### src/hdl/htd_ram.sv
// ----------------------------------------------------------------------------
// Generic single-port-write RAM
// One write port and one read port with registered read data.
// ----------------------------------------------------------------------------
module htd_ram #(
  parameter int WIDTH = 8,
  parameter int DEPTH = 16
) (
  input  logic                     clk,
  input  logic                     wr_en,
  input  logic [$clog2(DEPTH)-1:0] wr_addr,
  input  logic [WIDTH-1:0]         wr_data,
  input  logic [$clog2(DEPTH)-1:0] rd_addr,
  output logic [WIDTH-1:0]         rd_data
);

  logic [WIDTH-1:0] mem [DEPTH];

  always_ff @(posedge clk) begin
    if (wr_en) begin
      mem[wr_addr] <= wr_data;
    end
    rd_data <= mem[rd_addr];
  end

endmodule

### config.mk
export PLATFORM = sky130hd
export DESIGN_NAME = htd_ram
export DESIGN_NICKNAME = d
export VERILOG_FILES = /design/src/hdl/htd_ram.sv
export SDC_FILE = /design/constraint.sdc
export NUM_CORES = 1
export LEC_CHECK = 0
export BUFFER_PORTS_ARGS = -buffer_cell sky130_fd_sc_hd__buf_2
export CAP_MARGIN = 30
export CORE_AREA = 2 2 125 127
export DETAILED_ROUTE_END_ITERATION = 7
export DIE_AREA = 0 0 127 129
export SLEW_MARGIN = 0
export SYNTH_ARGS = -nofsm -noshare
export SYNTH_HDL_FRONTEND = slang
export SYNTH_SLANG_ARGS = --single-unit
### constraint.sdc
create_clock -name clk -period 4.07 [get_ports clk]
set_input_delay 1.0175 -clock clk [delete_from_list [all_inputs] [get_ports clk]]
set_output_delay 1.0175 -clock clk [all_outputs]
set_load 0.02 [all_outputs]
==> impl_summary.md, run 1 <==
Global routing
Entering global routing, the biggest net connects 33 pins. The number of global-route vias before repair is about 2500. The total overflow left after global routing is 0.

In the global route stage, overall resource usage came out at between 10% and 20%. The initial antenna violation count was 0. The first-pass GRT wire length is 15.5 mm.

Finish
In the final layout, flip-flops and latches occupy between 0.004 and 0.005 sq mm. After filler insertion, the fill cell instance count of the layout stands at 1316. The share of final-layout standard cells stronger than drive strength 1 is between 20% and 30%.

Summing all multi-input logic gate instances after layout gives ~0.0011 sq mm. The count of antenna diodes in the layout is 0. Cells fill between 40% and 50% of the core in the end.

The net count of the finished layout is 289. The area growth from synthesis to final layout is 18.0%.

Floorplanning
For this configuration, the core starts out at a cell density of ~34%. The die extent in x is ~130 um. The number of cell rows is 45.

In this run the count of I/O pins placed on the die edge is 26. The region available for standard cell placement spans roughly 0.015 sq mm. The floorplan die area is around 0.016 sq mm.

From bottom edge to top edge, the die measures 129 um.

Timing
At the pin with the least slew margin, the transition time is 0.917 ns. The final critical path time including I/O delays and setup is 2.40 ns. Setup repair after global routing left no endpoint under its margin. The final setup violation count is 0.

The upper clock frequency limit is roughly 420 MHz. The post-route worst setup slack is approximately 1.7 ns. The final hold violation count is 0. The worst pin sits at a relative slew slack of between 30% and 40%. After routing, the total negative slack on setup checks comes to 0 ns. Across the routed clock network, the largest skew measured is ~0.005 ns. The count of final max-slew check failures was 0. Across all hold checks on the routed design, the worst slack comes to between 0.6 and 0.7 ns. The portion of the clock cycle consumed by the worst path in the final layout is about three fifths.

Setup path
The critical path ends at rd_data[5]. The critical path crosses 5 cells after its start point. The worst setup path is captured at a register. For this design, the slowest cell found on the critical path is sky130_fd_sc_hd__mux4_1.

At the worst endpoint, the arrival time is between 2 and 3 ns. The maximum cell stage delay along the critical path is about 0.63 ns. In this run the register-to-register setup slack is ~2.7 ns. Measured in cells, the most critical reg-to-reg path has a length of 3. The largest delay contributor family on the critical path is multiplexers. Walking the worst path, the cells encountered are buf_2, buf_4, mux4_1, a22oi_1, nand2_1.

The startpoint of the most critical setup path is rd_addr[0]. The worst setup path is launched from an input port. The start-to-end type of the worst setup path is in -> reg. The sum of buffers and inverters on the critical path is 2. The endpoint of the most critical register-to-register path is rd_data[5]. In this run the worst path has a maximum fanout of 32.

The origin of the critical flop-to-flop path is mem[1][5]. The critical path data required time is about 4.4 ns.

Worst hold path
The type of the worst min-delay path is reg -> reg.

Synthesis
The commonest cells after synthesis are 128 x sky130_fd_sc_hd__edfxtp_1, 18 x sky130_fd_sc_hd__mux4_2, 16 x sky130_fd_sc_hd__a22oi_1. The synthesized netlist devotes 0% of its cell area to XOR and XNOR gates. Summing the areas of all compound-gate instances in the mapped netlist gives roughly 2.3% of the synthesized area. After synthesis, the mean cell area works out to between 20 and 25 sq um. The post-synthesis sequential element count is 136. The cell area after synthesis is ~0.0051 sq mm. The count of synthesis-stage warnings from yosys is 0. In this run, distinct cell masters in the synthesized netlist total 19. The cell count after synthesis is approximately 230. The mux share of post-synthesis cell area is between 15 and 20%. The largest family of logic cells by synthesized area is multiplexers. Summed over all instances, the cell type with the most area after synthesis is sky130_fd_sc_hd__edfxtp_1. The synthesized design devotes to its leading area cell type about three quarters of total area. Among all flip-flop cells after synthesis, the most frequent one is sky130_fd_sc_hd__edfxtp_1.

In the post-synthesis netlist, the biggest area contributors are sky130_fd_sc_hd__edfxtp_1 75%, sky130_fd_sc_hd__mux4_2 7.9%, sky130_fd_sc_hd__mux4_1 7.1%, sky130_fd_sc_hd__dfxtp_1 3.1%, sky130_fd_sc_hd__a22oi_1 2.3%. The area share of and/or/nand/nor cells after synthesis is 3.18%. When the netlist entered floorplanning its net count stood at 247. The portion of the post-synthesis area used by sequential elements is just under 80%.

The cell with the most instances after synthesis is sky130_fd_sc_hd__edfxtp_1. Counting flops with a built-in enable in the synthesized netlist gives roughly 130. The async set-or-reset flop fraction in the synthesized netlist is 0%. Summing the areas of all fa, ha and maj instances in the mapped netlist gives 0% of the synthesized area.

Clock tree
The clock tree buffer depth is 2. The insertion delay to the later sink of the worst-skew pair is just over 0.4 ns. The number of gates given a new drive strength after cts is 0.

The root buffer cell chosen for the clock tree is sky130_fd_sc_hd__clkbuf_16. The number of sinks handled by clock tree synthesis is approximately 140. After clock tree synthesis, the clock-pin slew on the worst setup and hold paths is about 0.050 ns. Hold repair after CTS inserted 0 buffers. The H-tree was split into 4 levels. The TritonCTS clock tree is built. Post-CTS timing repair inserted 0 buffers for setup. Counting the buffers created by CTS gives 17.

Routing
The routed layout has approximately 2400 vias. For this run, design rule violations remaining after detail routing come to 0. The number of detailed-routing iterations run before antenna repair is 4.

Once detail routing completed, the nets flagged for antenna violations numbered 0. For this block, the routed nets add up to ~10 mm of wire. The first routing iteration left between 200 and 300 violations. The wire length per cell is around 22 um. The ratio of routed vias to standard cells is 5.05.

Power and ir drop
The switching power is 0.636 mW. The share of total power consumed by net switching is 19.5%. The post-route total power is 3.27 mW. The peak ir drop on the vdd network is approximately 0.3 mV. The leakage power total is approximately 2.0 nW.

The internal portion of the total power is about 2.6 mW. Dividing total power by cell area gives a power density of around 540 mW/mm^2. The clock network is responsible for approximately 47% of the overall power.

The combinational cell fraction of total power is between 4 and 5%. Per report_power, the sequential group accounts for around 48% of the total.

Run status
The flow ran to the end, and the final reports show no timing, DRC or antenna violations.

Placed design
The congestion estimate from routability-driven global placement came to ~0.72. Before CTS, the worst setup slack after placement is 1.23 ns. The sum of net half-perimeters after detailed placement is between 6 and 7 mm.

The port buffer count is 25.

Job
The max-capacitance violation count is 0.
==> worst reg2reg max path: stages, from the launching register on <==
cell and delay (ns):
sky130_fd_sc_hd__edfxtp_1 0.35, sky130_fd_sc_hd__mux4_1 0.50, sky130_fd_sc_hd__a22oi_1 0.33, sky130_fd_sc_hd__nand2_1 0.12
==> registers in the layout (all words and copies together) (netlist names) <==
signal,count
rd_data,8
mem,128
==> power groups by stage <==
stage	registers [mW]	logic (mW)	clock network (mW)
floorplan	1.61	0.0795	0
global placement	1.60	0.148	0
detailed placement	1.61	0.153	0
CTS	1.58	0.153	1.56
global route	1.58	0.165	1.62
finish	1.58	0.151	1.54
==> logic make-up (layout without fill, tap and decap cells) <==
group,after synthesis,after routing
AOI/OAI and AO/OA,16,16
buffers and inverters,10,64
DFF,136,136
muxes,32,32
and+or+nand+nor,35,35
==> cells in the final DEF (no fill, tap or decap), drive strengths merged <==
| master | n |
|---|---|
| edfxtp | 128 |
| buf | 33 |
| mux4 | 32 |
| clkbuf | 19 |
| a22oi | 16 |
| nor2 | 13 |
| nand2 | 9 |
| dfxtp | 8 |
| clkinv | 7 |
| nor3 | 4 |
| bufinv | 4 |
| nand3b | 2 |
| nand2b | 2 |
| nor2b | 1 |
| and2 | 1 |
| and2b | 1 |
| nand3 | 1 |
| or3b | 1 |
| clkinvlp | 1 |
==> layer usage <==
| metal | global-route usage, % | routed length, um |
|---|---|---|
| met1 | 20.1 | 5090 |
| met2 | 19.4 | 4600 |
| met3 | 3.95 | 559 |
| met4 | 4.98 | 133 |
| met5 | 0 | 0 |
==> through the flow <==
step,area [sq um],cells
2_1_floorplan,5150,229
3_3_place_gp,5470,438
3_5_place_dp,5470,438
4_1_cts,6060,469
5_1_grt,6070,471
6_report,6070,471
==> area by class of cell <==
class | count | share of cell area [%]
Timing Repair Buffer | 33 | 3.05
Sequential cell | 136 | 65.9
Clock buffer | 19 | 7.13
Tap cell | 188 | 3.87
Multi-Input combinational cell | 83 | 17.4
Clock inverter | 12 | 2.60
==> worst min-delay path by stage <==
stage | start | slack, ns | to | depth (start not counted)
global route | mem[14][5] | 0.71 | rd_data[5] | 3
finish | mem[12][3] | 0.67 | rd_data[3] | 3
floorplan | mem[7][0] | 0.63 | rd_data[0] | 3
CTS | mem[15][3] | 0.68 | rd_data[3] | 3
detailed placement | mem[15][3] | 0.67 | rd_data[3] | 3
global placement | mem[11][3] | 0.66 | rd_data[3] | 3
(Power assumes the default switching activity.)
==> inputs of run 2 (changes only) <==
--- a/config.mk
+++ b/config.mk
@@ -5,11 +5,12 @@
 export SDC_FILE = /design/constraint.sdc
 export NUM_CORES = 1
 export LEC_CHECK = 0
+export ABC_AREA = 1
 export BUFFER_PORTS_ARGS = -buffer_cell sky130_fd_sc_hd__buf_2
 export CAP_MARGIN = 30
-export CORE_AREA = 2 2 125 127
+export CORE_AREA = 2 2 132 134
 export DETAILED_ROUTE_END_ITERATION = 7
-export DIE_AREA = 0 0 127 129
+export DIE_AREA = 0 0 134 136
 export SLEW_MARGIN = 0
 export SYNTH_ARGS = -nofsm -noshare
 export SYNTH_HDL_FRONTEND = slang
==> constraint.sdc (replaced) <==
create_clock -name clk -period 2.5 [get_ports clk]
set_input_delay 0.625 -clock clk [delete_from_list [all_inputs] [get_ports clk]]
set_output_delay 0.625 -clock clk [all_outputs]
set_load 0.02 [all_outputs]
==> impl_summary.md, run 2 <==
Timing
The worst max-slew margin expressed relative to the limit is 53.0% (+14 points). The final hold violation count was 0 (unchanged). The worst clock skew is 0.00663 ns (+0.00162 ns). The final setup violation count is 0 (unchanged).

Setup repair after global routing left no endpoint under its margin. Subtracting the final worst setup slack from the clock period gives between 1.5 and 2 ns. The upper clock frequency limit is between 600 and 700 MHz. The count of final max-slew check failures is 0 (unchanged). The portion of the clock cycle consumed by the worst path in the final layout is between 60% and 70%. The transition time at the pin with the least slew margin is 0.703 ns (-0.215 ns).

The aggregate negative setup slack is 0 ns (unchanged). The worst hold-check slack is 0.576 ns (-0.0974 ns).

Finish
The leading cell type in the layout, fill and taps excluded is sky130_fd_sc_hd__nand2_1. The register with the most flip-flops is mem. The final standard cell area without fillers is 0.00679 sq mm (+12%). The end-of-flow core utilization is 40.2% (-0.33 points). The final-stage net count is 610 (+110%). The number of flip-flops under the largest register name is 128 (unchanged). In the final layout, the registers with the most flip-flops are mem x128, rd_data x8.

In the layout the commonest cells are 173 x sky130_fd_sc_hd__nand2_1, 128 x sky130_fd_sc_hd__edfxtp_1, 100 x sky130_fd_sc_hd__inv_1, 97 x sky130_fd_sc_hd__nand3_1, 25 x sky130_fd_sc_hd__buf_2. The count of antenna diodes in the layout is 0 (unchanged). The area growth from synthesis to final layout is 17.7%.

The share of final-layout standard cells stronger than drive strength 1 is 12.7% (-14 points).

Synthesis
The cell with the most instances after synthesis is sky130_fd_sc_hd__nand2_1. The unique cell type count in the Yosys netlist is 12 (-7). The count of synthesis-stage warnings from yosys is 0 (unchanged).

The top cell type by total area after synthesis is sky130_fd_sc_hd__edfxtp_1. Yosys attributes the largest share of cell area to sky130_fd_sc_hd__edfxtp_1 67%, sky130_fd_sc_hd__nand2_1 11%, sky130_fd_sc_hd__nand3_1 8.4%, sky130_fd_sc_hd__inv_1 6.5%, sky130_fd_sc_hd__dfxtp_1 2.8%. The commonest cells after synthesis are 173 x sky130_fd_sc_hd__nand2_1, 128 x sky130_fd_sc_hd__edfxtp_1, 100 x sky130_fd_sc_hd__inv_1. The cell area after synthesis is 0.00577 sq mm (+12%). The net count of the mapped netlist is 569 (+130%). The number of enable-type register cells in the synthesized netlist is 128 (unchanged). The async set-or-reset flop fraction in the synthesized netlist was 0% (unchanged). For this run, the leading register cell type out of synthesis is sky130_fd_sc_hd__edfxtp_1.

The cell count after synthesis came to 551 (+140%). The post-synthesis sequential element count is 136 (unchanged). The synthesized area per cell is 10.5 sq um (-53%). The fraction of post-synthesis cell area in the top cell type by area was 66.7% (-8.0 points). The portion of the post-synthesis area used by sequential elements is 69.4% (-8.4 points).

Clock tree
The TritonCTS clock tree is built. The number of clock buffers inserted by TritonCTS is 17 (unchanged). CTS placed an instance of sky130_fd_sc_hd__clkbuf_16 at the clock tree root. The number of gates given a new drive strength after cts is 0 (unchanged). The maximum level of the CTS H-tree is 4 (unchanged). The hold-fix buffer count after cts is 0 (unchanged). The number of sinks handled by clock tree synthesis is 136 (unchanged). The clock tree buffer depth is 2 (unchanged). The insertion delay to the later sink of the worst-skew pair came to 0.42 ns (about the same). The post-CTS clock slew at the launch and capture registers of the worst setup and hold paths is 0.06 ns (about the same). The number of buffers inserted by post-CTS setup repair is 0 (unchanged).

Job
The max-capacitance violation count is 0 (unchanged).

Setup path
The endpoint of the most critical register-to-register path is rd_data[4]. The signal on the critical path passes through buf_2. The worst register-to-register path begins at mem[4][4]. Tracing the worst setup path back leads to its startpoint at rd_data[0].

The logic depth of the worst setup path including buffers was 1 (-4). The top fanout value on the critical path is 1 (-97%). The sum of buffers and inverters on the critical path came to 1 (-1). The arrival time at the worst endpoint is 0.98 ns (-1.70 ns). The maximum cell stage delay along the critical path is 0.37 ns (-0.26 ns). STA classifies the critical path endpoint as an output pin.

STA classifies the critical path startpoint as a register. The logic depth of the worst register-to-register path is 6 (+3). The slowest stage of the critical path belongs to the cell sky130_fd_sc_hd__dfxtp_1.

The critical path data required time is 1.88 ns (-2.47 ns). Among cell families on the critical path, the largest total delay comes from flip-flops. The critical path is of the reg -> out type. The slack of the worst reg-to-reg path was 1.49 ns (-1.16 ns).

Power and ir drop
The peak ir drop on the vdd network is 0.422 mV (+41%). The post-route total power is 5.45 mW (+67%). The power per unit of standard cell area is 803 mW/mm^2 (+49%). The leakage power total is 2.92 nW (+45%).

Floorplanning
The effective utilization at floorplan is 34.2% (-0.20 points). The die extent in x is 134 um (+5.5%). The die height was 136 um (+5.4%). The top-level I/O count came to 26 (unchanged).

The floorplan die area is 0.0182 sq mm (+11%). The area of the placeable core is 0.0169 sq mm (+13%). The number of cell rows came to 48 (+6.7%).

Global routing
The aggregate global-route resource usage is 15.2% (+1.5 points). The met1 capacity usage during global routing is 20.1% (-0.063 points). The total grt overflow is 0 (unchanged). The global-route track usage on met3 is 3.58% (-0.37 points). The largest net degree at the start of global routing is 41 (+24%). The first-pass GRT wire length was 20.5 mm (+32%). The global-route met2 utilization was 24.5% (+5.1 points). The number of global-route vias before repair is 3735 (+51%). The initial antenna violation count is 0 (unchanged). After global routing, the most crowded layer is met2.

Placed design
The port buffer count is 25 (unchanged). The instance area at placement is 0.00618 sq mm (+13%). The sum of net half-perimeters after detailed placement came to 8.06 mm (+24%). The weighted congestion at the end of routability-driven global placement is 0.831 (+16%).

Routing
The ratio of routed vias to standard cells is 4.59 (-9.2%). The violation count after the first detailed-route iteration is 398 (+57%). The total number of vias is 3808 (+60%). The final routed wirelength across all metal layers is 12.7 mm (+23%).

The number of detailed-routing iterations run before antenna repair was 5 (+1). The wire length per cell is 15.4 um (-30%). The count of unresolved DRC violations after routing came to 0 (unchanged).

The residual antenna-violating net count after detailed routing is 0 (unchanged).

Worst hold path
The sink of the worst hold path is rd_data[6]. In this run the worst hold path is classified as in -> reg. The depth of the worst hold-timing path is 3 (unchanged). The startpoint identified for the worst hold timing path is rd_addr[3].

Run status
The flow ran to the end, and the final reports show no timing, DRC or antenna violations.
-- run 2: cell types whose count changed in the layout (fill, tap and decap cells not counted), moves of 4 or more --
cell,change
sky130_fd_sc_hd__a22oi_1,-16
sky130_fd_sc_hd__nor3_1,-4
sky130_fd_sc_hd__mux4_2,-18
sky130_fd_sc_hd__inv_1,+100
sky130_fd_sc_hd__nand2_1,+164
sky130_fd_sc_hd__nand3_1,+96
sky130_fd_sc_hd__mux4_1,-14
sky130_fd_sc_hd__nor2_1,+4
sky130_fd_sc_hd__buf_4,+12
-- run 2: cell type report --
cell class | instances | area [sq um]
Clock buffer | 17 | 425
Clock inverter | 15 | 184
Fill cell | 1589 | 10100
Inverter | 102 | 383
Multi-Input combinational cell | 289 | 1210
Sequential cell | 136 | 4000
Tap cell | 225 | 282
Timing Repair Buffer | 46 | 295
-- run 2: worst max path at each step --
stage	to	slack (ns)
finish	rd_data[0]	0.89
global route	rd_data[0]	0.86
CTS	rd_data[0]	0.87
detailed placement	mem[7][0]	0.56
global placement	mem[7][0]	0.62
floorplan	mem[10][0]	0.92
-- run 2: kinds of logic after synthesis --
logic type	Yosys count	share of synthesized area, %
simple gates	289	21.0
flops	136	69.4
buf+inv	126	9.52
-- run 2: through the flow --
step / instances / setup slack, ns
6_report: 830 / 0.890
5_1_grt: 830 / 0.861
4_1_cts: 830 / 0.870
3_5_place_dp: 798 / 0.559
3_3_place_gp: 798 / 0.617
2_1_floorplan: 551 / 0.924
-- run 2: per-layer routing --
metal	wire length (um)	up-vias
met5	0	-
met4	240	0
met3	875	24
met2	5970	153
met1	5660	1774
li1	-	1857
-- run 2: tightest hold or removal path, delay by kind of cell --
| family | cells | cell delay [ns] |
|---|---|---|
| buffers and inverters | 1 | 0.18 |
| and+or+nand+nor | 2 | 0.14 |
-- run 2: report_power, final --
group | internal [mW] | switching (mW)
Sequential | 2.55 | 0.0185
Clock | 1.65 | 0.914
Combinational | 0.0919 | 0.224
Total | 4.29 | 1.16
